$ cat src/sv/cht_pkg.sv
// shared constants and hash unit interface types for the chained hash table
// no dependencies
`default_nettype none

package cht_pkg;

  localparam int KEY_W = 32;
  localparam int VAL_W = 64;
  localparam int ST_W  = 3;

  // number of shift/add or shift/xor rounds in the integer hash
  localparam int HASH_STEPS = 6;

  // result status codes
  localparam logic [ST_W-1:0] ST_INSERTED  = 3'd0;
  localparam logic [ST_W-1:0] ST_DUPLICATE = 3'd1;
  localparam logic [ST_W-1:0] ST_POOL_FULL = 3'd2;
  localparam logic [ST_W-1:0] ST_FOUND     = 3'd3;
  localparam logic [ST_W-1:0] ST_NOT_FOUND = 3'd4;

  // request mode carried in tuser
  localparam logic MODE_INSERT = 1'b0;
  localparam logic MODE_FIND   = 1'b1;

  typedef struct packed {
    logic             start;
    logic [KEY_W-1:0] key;
  } hash_req_t;

  typedef struct packed {
    logic             done;
    logic [KEY_W-1:0] hash;
  } hash_rsp_t;

endpackage

`default_nettype wire

$ cat src/sv/cht_hash.sv
// iterative 32-bit integer hash: one shift plus add or xor per cycle
// depends on cht_pkg
`default_nettype none

module cht_hash (
  input  wire logic               clk,
  input  wire logic               rst_n,
  input  wire cht_pkg::hash_req_t req,
  output cht_pkg::hash_rsp_t      rsp
);

  localparam logic [2:0] LAST_STEP = 3'(cht_pkg::HASH_STEPS - 1);

  logic [cht_pkg::KEY_W-1:0] x_r, x_nxt;
  logic [2:0]                step_r, step_nxt;
  logic                      busy_r, busy_nxt;
  logic                      done_r, done_nxt;
  logic [cht_pkg::KEY_W-1:0] opnd;
  logic                      use_add;

  // operand selection for the current round
  always_comb begin
    opnd    = '0;
    use_add = 1'b0;
    case (step_r)
      3'd0: begin
        opnd    = ~(x_r << 15);
        use_add = 1'b1;
      end
      3'd1: opnd = x_r >> 10;
      3'd2: begin
        opnd    = x_r << 3;
        use_add = 1'b1;
      end
      3'd3: opnd = x_r >> 6;
      3'd4: begin
        opnd    = ~(x_r << 11);
        use_add = 1'b1;
      end
      3'd5: opnd = x_r >> 16;
      default: opnd = '0;
    endcase
  end

  // round sequencing
  always_comb begin
    x_nxt    = x_r;
    step_nxt = step_r;
    busy_nxt = busy_r;
    done_nxt = 1'b0;
    if (req.start) begin
      x_nxt    = req.key;
      step_nxt = '0;
      busy_nxt = 1'b1;
    end else if (busy_r) begin
      x_nxt    = use_add ? (x_r + opnd) : (x_r ^ opnd);
      step_nxt = step_r + 3'd1;
      if (step_r == LAST_STEP) begin
        busy_nxt = 1'b0;
        done_nxt = 1'b1;
      end
    end
  end

  always_ff @(posedge clk) begin
    x_r    <= x_nxt;
    step_r <= step_nxt;
    if (!rst_n) begin
      busy_r <= 1'b0;
      done_r <= 1'b0;
    end else begin
      busy_r <= busy_nxt;
      done_r <= done_nxt;
    end
  end

  assign rsp.done = done_r;
  assign rsp.hash = x_r;

endmodule

`default_nettype wire

$ cat config.mk
export PLATFORM = sky130hd
export DESIGN_NAME = cht_hash
export DESIGN_NICKNAME = d
export VERILOG_FILES = /design/src/sv/cht_pkg.sv /design/src/sv/cht_hash.sv
export SDC_FILE = /design/constraint.sdc
export NUM_CORES = 1
export LEC_CHECK = 0
export BUFFER_PORTS_ARGS = -buffer_cell sky130_fd_sc_hd__buf_2
export CORE_ASPECT_RATIO = 1.25
export CORE_MARGIN = 5
export CORE_UTILIZATION = 59
export CTS_CLUSTER_SIZE = 28
export DETAILED_ROUTE_END_ITERATION = 8
export HOLD_SLACK_MARGIN = 0.02
export MAX_ROUTING_LAYER = met4
export PLACE_DENSITY_LB_ADDON = 0.3
export SYNTH_ARGS = -nofsm -noshare
export SYNTH_HDL_FRONTEND = slang
export SYNTH_SLANG_ARGS = --single-unit
$ cat constraint.sdc
create_clock -name clk -period 5.1 [get_ports clk]
set_input_delay 1.02 -clock clk [delete_from_list [all_inputs] [get_ports clk]]
set_output_delay 1.02 -clock clk [all_outputs]
set_load 0.1 [all_outputs]
After elaboration in Yosys (flattened, before gate mapping)
Index checks and enable logic that the tools add are counted.
{"block": "word_totals", "ff_bits": 37, "out_inout_bits": 33}
{"block": "op_classes", "n_addsub": 2, "eq_ne": 5, "muxes": 9, "n_bitwise": 5, "n_reduce_logical": 4}
{"cell": "32-bit case mux with 6 select lines", "n": 1}
{"cell": "32-bit 2-to-1 mux", "n": 3}
{"cell": "32-bit inverter", "n": 2}
{"cell": "32-bit adder", "n": 1}
{"cell": "32-bit bitwise XOR", "n": 1}
{"cell": "3-bit by 2-bit equality test with 1-bit output, second input constant", "n": 2}
{"cell": "3-bit equality test, second input constant", "n": 2}
{"cell": "3-bit OR reduction", "n": 2}
{"cell": "1-bit 2-to-1 mux", "n": 5}
{"cell": "3-bit by 1-bit adder with 3-bit output, second input constant", "n": 1}
{"cell": "3-bit by 1-bit equality test with 1-bit output, second input constant", "n": 1}
{"cell": "3-bit logical NOT", "n": 1}
{"cell": "1-bit inverter", "n": 2}
{"cell": "2-bit nonzero test", "n": 1}

Depth between registers and ports, before layout
Gate-level depths: netlist of run 1.
{"block": "logic_depth", "ltp_word": 6, "ltp_mapped": 15, "mapped_depth_nobuf": 13}

Least setup slack after synthesis of run 1
OpenSTA, ideal clock, no wires.
{"block": "synth_timing", "path_kind": "reg-to-reg", "from": "reg step_r[2]", "to": "reg x_r[26] (netlist name) (data pin)", "setup_ps": 265, "arrival_ps": 3564, "t_required_ps": 4835, "path_slack_ps": 1271, "stages_incl_launch_ff": 15, "path_buffers": 3, "synth_period_minus_slack_ps": 3829, "cell_sequence": "dfxtp_1 > buf_1 > inv_1 > ha_1 > clkbuf_1 > clkbuf_1 > a221o_1 > ha_1 > fa_1 > a21o_1 > a221oi_2 > o22ai_1 > a211oi_1 > a2111o_1 > o211ai_1"}
{"block": "synth_via", "elab_chain_cells": 6, "word_cells_on_any_way": 14, "cone_classes": "add/sub: 1; eq/ne: 5; mux: 5; bitwise: 1; reduce/logical: 2"}
{"element": "start: declaration", "line": "cht_hash.sv:15", "rtl": "logic [2:0] step_r, step_nxt;"}
{"element": "start signal: assignment", "line": "cht_hash.sv:67", "rtl": "step_r <= step_nxt;"}
{"element": "3-bit equality test, or another cell as far along", "line": "cht_hash.sv:25", "rtl": "case (step_r)"}
{"element": "32-bit case mux with 6 select lines or 3-bit OR reduction (tied branches)"}
{"element": "32-bit adder, or another cell as far along", "line": "cht_hash.sv:56", "rtl": "x_nxt = use_add ? (x_r + opnd) : (x_r ^ opnd);"}
{"element": "32-bit 2-to-1 mux *", "line": "cht_hash.sv:56"}
{"element": "32-bit 2-to-1 mux *", "line": "cht_hash.sv:55", "rtl": "end else if (busy_r) begin"}
{"element": "32-bit 2-to-1 mux *", "line": "cht_hash.sv:51", "rtl": "if (req.start) begin"}
{"element": "net x_nxt (one bit)", "line": "cht_hash.sv:14", "rtl": "logic [cht_pkg::KEY_W-1:0] x_r, x_nxt;"}
{"element": "end signal: assignment", "line": "cht_hash.sv:66", "rtl": "x_r <= x_nxt;"}
{"element": "end: declaration", "line": "cht_hash.sv:14"}
The timed path passes the listed nets; every way through them passes the cells marked *. The select of a mux whose other input is x is not followed.
A chain may end at the register's enable or synchronous reset.

Worst setup path after layout of run 1
{"block": "layout_timing", "from": "reg step_r[0]", "to": "reg x_r[26] (netlist name) (data pin)"}
Same word-level chain as after synthesis.

==> results list, run 1 <==
* Outcome: finished, final reports clean
* Hold Path Stages: 2
- Post-CTS repair changed the size of 0 cells.
- STA puts the critical path data required time at 5.14 ns.
- Multiplexer fraction of the synthesized cell area: 4.903%
- Initial antenna violation count: 0
* Largest net degree at the start of global routing: 50
- DR vias: 4,994
* Root buffer selected by CTS: clkbuf_8
- Area growth from synthesis to final layout: 9.359%
- Synth Area in Compound Gates: 33.23%
* Critical path type: reg2reg
- Row generation in the floorplan step produced 35 rows.
* Number of unique standard cell types used by synthesis: 62
* Final setup vio count: 0
* Number of synthesized flops with an enable pin: 32
- Total of max-cap violations: 0
- Count of buffers inserted at the top-level ports: 67
* Die height: 107.6 um
- The synthesized netlist devotes 3.120% of its cell area to XOR and XNOR gates.
- The via count of the first global-routing pass is 4,827.
* Post-synthesis area per instance: 7.812 sq um
- Number of pins exceeding their max-slew limit in the final report: 0
- The most used flip-flop cell after synthesis is edfxtp_1.
* Layout cells sized above 1: 16.61%
- Of the post-synthesis cell area, the dominant cell type holds 21.39%.
- 0 antenna diodes ended up in the layout.
* Area share of and/or/nand/nor cells after synthesis: 19.08%
- The core region is 7401 sq um.
- Derived from the worst setup path, the maximum achievable clock frequency is 236.6 MHz.
* Io pins: 68
* Critical register-to-register path endpoint: x_r[26]$_DFFE_PP_
* Clock slew at the register clock pins of the worst setup and hold paths: 0.08 ns
* R2R depth: 13
* Crit path max fanout: 19
* Register bit count reported by yosys: 37
* Effective utilization at floorplan: 60.69%
* Residual overflow from global routing: 0
* Slew @ Worst Pin: 0.9332 ns
- The count of endpoints failing hold in the final timing report came to 0.
- Remaining number of nets flagged by the antenna check after routing: 0
- RSZ-0062 raised after global routing: false
- Relative max-transition margin: 37.79%
- Clock tree from TritonCTS: done
* Post-Synthesis Cell Area: 4492 sq um
* TritonRoute pass-1 iters: 7
* CTS buffer count: 5
- Clock tree synthesis found a total of 37 sinks.
* Drt drc: 0
- Category of the worst setup path capture point: register
- Setup skew after layout: 0.01228 ns
* Final layout net count: 685
- The number of hold buffers added after CTS was 0.
* Arithmetic-cell share of the synthesized area counting full adders, half adders and majority gates: 10.47%
* Routed wirelength normalized by instance count: 22.58 um
* Worst EP arrival: 4.27 ns
* Tmin final: 4.227 ns
* Post-synthesis cell type with the largest combined area: edfxtp_1
* H-tree level count: 2
- GR Util All Layers: 34.52%
* Category of the worst setup path launch point: register
- Start point of the worst min-delay path: busy_r$_SDFF_PN0_
* Fraction of synthesis flops using an asynchronous set or reset pin: 0%
* Insertion delay of the later-clocked pin in the worst-skew pair: 0.30 ns
- The first global-routing pass estimated 24,870 um of wire.
- Synthesized netlist cell count: 575
- The most critical setup path has its startpoint at step_r[0]$_SDFFE_PP0P_.
- Routed Wire Length: 15,940 um
- Post-DP HPWL: 11,900 um
- Period Utilization, post-route: 82.88%
- The die covers 9469 sq um.
* Initial detailed-routing violation count: 633
- Sequential cell area fraction in the yosys report: 23.62%
* Count of buffers added by post-CTS timing repair for setup: 0
* Path class of the lowest-slack min-delay path: reg2reg
- Counting along the longest clock path gives a buffer depth of 2.
- FF-to-FF setup slack: 0.87 ns
- Horiz. Die Dim: 88.04 um
* Sink of the worst hold path: done_r$_SDFF_PP0_
* Post-synthesis net count: 647
* Weighted congestion reported at the end of routability-driven placement: 1.019
- Leading cell types by total area after synthesis: edfxtp_1, ha_1, a21oi_1, nand2_1, o21ai_0
- By area, the combinational part of the netlist is dominated by compound AO/OA/AOI/OAI gates.
- After routing, the total negative slack on setup checks comes to 0 ns.
- Count of yosys warnings during synthesis: 0
- Critical register-to-register path startpoint: step_r[0]$_SDFFE_PP0P_
- Via-to-Cell Ratio: 7.074
[how the worst max path moves through the flow]
stage	end	slack (ns)	depth (start not counted)
final	x_r[26]$_DFFE_PP_	0.87	13
after global routing	x_r[22]$_DFFE_PP_	0.63	13
after CTS	x_r[26]$_DFFE_PP_	0.97	13
after detailed placement	x_r[26]$_DFFE_PP_	0.98	13
after global placement	x_r[23]$_DFFE_PP_	1.01	10
after floorplan	x_r[26]$_DFFE_PP_	1.27	14
[critical path, stage by stage (launching register included)]
cell	delay [ns]
dfxtp_1	0.41
inv_1	0.09
ha_1	0.44
nor2b_1	0.24
buf_4	0.21
a221oi_1	0.28
nand2_1	0.10
ha_1	0.35
and3_1	0.21
a221oi_2	0.41
o22ai_1	0.24
a211oi_1	0.66
a2111o_1	0.25
o211ai_1	0.08
[sequential cells by signal, indices dropped and copies added (netlist names)]
name and count:
busy_r 1, x_r 32, done_r 1, step_r 3
[cell families after synthesis]
family          Yosys count
fa+ha+maj                37
compound gates          218
buf+inv                  64
mux                      20
flops                    37
simple gates            183
xor+xnor                 16
[Yosys cell counts, drive strengths merged, types with 14 or more instances]
cell,instances
edfxtp,32
ha,36
inv,21
o21ai,42
nor2b,14
a21oi,53
mux2,16
clkbuf,32
nand2,68
a221oi,16
nor2,39
a22oi,16
[metrics by stage]
| step | hold slack (ns) | utilization, % | setup slack, ns | instance area (sq um) | instances |
|---|---|---|---|---|---|
| floorplan | 0.5137 | - | 1.271 | 4492 | 575 |
| global placement | 0.5205 | 65.16 | 1.014 | 4822 | 698 |
| detailed placement | 0.5331 | 65.16 | 0.9788 | 4822 | 698 |
| CTS | 0.5475 | 66.37 | 0.9660 | 4912 | 706 |
| global route | 0.5810 | 66.37 | 0.6286 | 4912 | 706 |
| finish | 0.5538 | 66.37 | 0.8734 | 4912 | 706 |
[layer usage]
layer  part of all wire, %  up-vias  track usage (%)
li1                      -     2286                -
met5                     0        -                -
met1                    37     2274            41.07
met3                   9.7       83            6.049
met2                    48      351            55.23
met4                   5.6        0            18.25
[final cells by class]
| type | count | area [sq um] |
|---|---|---|
| flip-flops and latches | 37 | 1061 |
| clock buffers | 8 | 90.09 |
| repair buffers | 73 | 380.4 |
| inverters | 22 | 82.58 |
| multi-input cells | 474 | 3183 |
| well taps | 92 | 115.1 |
| fillers | 687 | 2489 |
[cell usage in the layout, fill, tap and decap left out, types with 5 or more instances in the layout]
cell type and n:
a211oi_1 8, a21o_1 11, a21oi_1 53, a221o_1 7, a221oi_1 15, a22oi_1 16, a311oi_1 5, a31oi_1 6
and3_1 5, buf_2 67, buf_4 6, clkbuf_8 6, dfxtp_1 5, edfxtp_1 32, ha_1 36, inv_1 21
mux2_2 16, nand2_1 68, nand3_1 12, nand4_1 12, nor2_1 38, nor2b_1 14, nor3_1 9, o211ai_1 12
o21a_1 6, o21ai_0 42, o22ai_1 5, or3_1 8, xnor2_1 10, xor2_1 6
Power of run 1 is left out: the tool's default activity adds up to more than one toggle a clock period on the data nets, which glitch-free logic cannot reach.
==> run 2: changes to the inputs <==
--- a/config.mk
+++ b/config.mk
@@ -8,7 +8,7 @@
 export BUFFER_PORTS_ARGS = -buffer_cell sky130_fd_sc_hd__buf_2
 export CORE_ASPECT_RATIO = 1.25
 export CORE_MARGIN = 5
-export CORE_UTILIZATION = 59
+export CORE_UTILIZATION = 53
 export CTS_CLUSTER_SIZE = 28
 export DETAILED_ROUTE_END_ITERATION = 8
 export HOLD_SLACK_MARGIN = 0.02
==> constraint.sdc (replaced) <==
create_clock -name clk -period 3.8 [get_ports clk]
set_input_delay 0.76 -clock clk [delete_from_list [all_inputs] [get_ports clk]]
set_output_delay 0.76 -clock clk [all_outputs]
set_load 0.1 [all_outputs]
==> run 2 against run 1 <==
  * Routed wire length rose by 8.5%
  * Count of clock-buffer cells in the layout fell by 2
  * Critical path type unchanged
  * Non-clock buffer count rose by 38
  * Final area rose by 7.0%
  * Largest cell class unchanged
  * Cell count rose by 5.9%
  * Highest routed layer unchanged
  * Hold slack got worse by 0.016 ns
==> results list, run 2 (synthesis results as in run 1) <==
* Outcome: finished, final reports clean (unchanged)
- RSZ-0062 raised after global routing: false (unchanged).
* Final setup vio count: 0 (unchanged)
- The max-slew violation count came to 0 (unchanged).
- The hold-critical path depth came to 2 (unchanged).
* Final layout net count: 723 (was 685)
- Start point of the worst min-delay path: busy_r$_SDFF_PN0_ (unchanged)
- Register containing the most flip-flops in the final layout: x_r (unchanged)
- The initial DRC count was 565 (was 633).
* Root buffer selected by CTS: clkbuf_8 (unchanged)
- Count of final hold-check violations: 0 (unchanged)
- The share of cells above drive strength 1 was 23.20% (was 16.61%).
- Sink of the worst hold path: done_r$_SDFF_PP0_ (unchanged)
* Total negative setup slack: 0 ns (unchanged)
- The wire length of the first global-routing pass came to 26,870 um (was 24,870 um).
- The number of routed nets with antenna violations was 0 (unchanged).
* Crit path max fanout: 18 (was 19)
- The overall die area is 10,430 sq um (was 9469 sq um).
* Minimum hold slack: 0.5378 ns (was 0.5538 ns)
- The via count of the first global-routing pass is 4,889 (was 4,827).
- Least setup slack across all paths after layout: 0.08809 ns (was 0.8734 ns)
- Largest net degree at the start of global routing: 33 (was 50)
- Initial antenna violation count: 0 (unchanged)
- Core outline area: 8240 sq um (was 7401 sq um)
- The type of origin of the critical path is a register (unchanged).
- Io pins: 68 (unchanged)
* Worst slack, placed: 0.1039 ns (was 0.9788 ns)
* Via-to-Cell Ratio: 6.861 (was 7.074)
- Achievable frequency: 269.4 MHz (was 236.6 MHz)
- The die extent in y came to 112.9 um (was 107.6 um).
- The level count of the clock H-tree came to 2 (unchanged).
- Tmin final: 3.712 ns (was 4.227 ns)
- Routed wirelength normalized by instance count: 23.12 um (was 22.58 um)
- The path class of the lowest-slack min-delay path was reg2reg (unchanged).
- Clock slew at the register clock pins of the worst setup and hold paths: 0.09 ns (was 0.08 ns)
- The critical register-to-register path endpoint is x_r[16]$_DFFE_PP_ (was x_r[26]$_DFFE_PP_).
- The antenna diode count came to 0 (unchanged).
- Routed Wire Length: 17,290 um (was 15,940 um)
* CTS sink cnt: 37 (unchanged)
* Effective utilization at floorplan: 54.51% (was 60.69%)
- The type of destination of the critical path is a register (unchanged).
- The post-detailed-route DRC marker count came to 0 (unchanged).
- The signed area change from the synthesized netlist to the final layout is 17.05% (was 9.359%).
- The count of max-cap constraint violations was 0 (unchanged).
- Period Utilization, post-route: 97.68% (was 82.88%)
- The overall die width was 92.34 um (was 88.04 um).
* CTS buffer count: 5 (unchanged)
* Relative max-transition margin: 39.40% (was 37.79%)
- The via total after detailed routing is 5,132 (was 4,994).
* Critical register-to-register path startpoint: step_r[0]$_SDFFE_PP0P_ (unchanged)
- The number of cells traversed by the worst register-to-register path was 13 (unchanged).
- The floorplan row count was 37 (was 35).
* Post-DP HPWL: 13,350 um (was 11,900 um)
* GR Util All Layers: 33.87% (was 34.52%)
* Clk buf depth: 2 (unchanged)
* Residual overflow from global routing: 0 (unchanged)
- The kind of critical path is reg2reg (unchanged).
- Count of buffers inserted at the top-level ports: 67 (unchanged)
- Setup skew after layout: 0.01559 ns (was 0.01228 ns)
- Clock tree from TritonCTS: done (unchanged)
- Registers with the most flip-flops: x_r (32), step_r (3) (unchanged).
- Flip-flop count of the largest register after layout: 32 (unchanged)
- Weighted congestion reported at the end of routability-driven placement: 1.105 (was 1.019)
- The transition time of the tightest slew-check pin was 0.9090 ns (was 0.9332 ns).
- TritonRoute pass-1 iters: 6 (was 7)
- The internal reg-to-reg setup slack came to 0.09 ns (was 0.87 ns).
- The most common cell after layout, fill and taps aside was nand2_1 (unchanged).
- Insertion delay of the later-clocked pin in the worst-skew pair: 0.31 ns (was 0.30 ns)
* Required time of the critical path: 3.86 ns (was 5.14 ns)
* Worst EP arrival: 3.77 ns (was 4.27 ns)
- Post-CTS Hold Buffers: 0 (unchanged)
- Most frequent cells in the layout: nand2_1, buf_2, a21oi_1, buf_4, nor2_1 (was nand2_1, buf_2, a21oi_1, o21ai_0, nor2_1)
## run 2: what timing repair did
action,4_1_cts,5_1_grt
gates resized for setup,0,21
setup buffers,0,1
setup endpoints to repair,0,18
## run 2: area by class of cell
| class | instances | area (sq um) |
|---|---|---|
| flip-flops and latches | 37 | 1061 |
| multi-input cells | 474 | 3251 |
| clock inverters | 1 | 3.754 |
| clock buffers | 6 | 72.57 |
| repair buffers | 111 | 665.6 |
| well taps | 97 | 121.4 |
| fillers | 741 | 2983 |
| inverters | 22 | 82.58 |
## run 2: metrics by stage
step / cell area, sq um / std cells / utilization [%]
global route: 5258 / 748 / 63.80
floorplan: 4493 / 575 / -
global placement: 5106 / 740 / 61.96
finish: 5258 / 748 / 63.80
detailed placement: 5106 / 740 / 61.96
CTS: 5182 / 747 / 62.89
## run 2: worst max-delay path by stage
stage	slack (ns)	cells after the start	startpoint	endpoint
2_1_floorplan	0.1	10	x_r[16]$_DFFE_PP_	x_r[26]$_DFFE_PP_
3_3_place_gp	0.1	13	step_r[0]$_SDFFE_PP0P_	x_r[26]$_DFFE_PP_
3_5_place_dp	0.10	13	step_r[0]$_SDFFE_PP0P_	x_r[26]$_DFFE_PP_
4_1_cts	0.08	13	step_r[0]$_SDFFE_PP0P_	x_r[26]$_DFFE_PP_
5_1_grt	0.01	13	step_r[0]$_SDFFE_PP0P_	x_r[16]$_DFFE_PP_
6_report	0.09	13	step_r[0]$_SDFFE_PP0P_	x_r[16]$_DFFE_PP_
## run 2: layer usage
| layer | GRT usage (%) | share of wire, % | routed length [um] | up-vias |
|---|---|---|---|---|
| met2 | 53.87 | 46 | 8024 | 274 |
| met1 | 40.68 | 39 | 6817 | 2415 |
| met3 | 3.989 | 6.7 | 1165 | 85 |
| met4 | 21.11 | 7.4 | 1283 | 0 |
| li1 | - | - | - | 2358 |
| met5 | - | 0 | 0 | - |
## run 2: worst max-delay path, cell delays in order (launching register included)
cell	delay [ns]
dfxtp_1	0.40
inv_1	0.08
ha_1	0.21
buf_4	0.21
a221o_1	0.32
o21ai_0	0.21
o211ai_1	0.14
ha_1	0.33
nand2_1	0.08
or3_1	0.34
o22a_1	0.30
a211o_1	0.36
a2111oi_2	0.37
nor3_1	0.11
Power of run 2 is left out for the same reason.
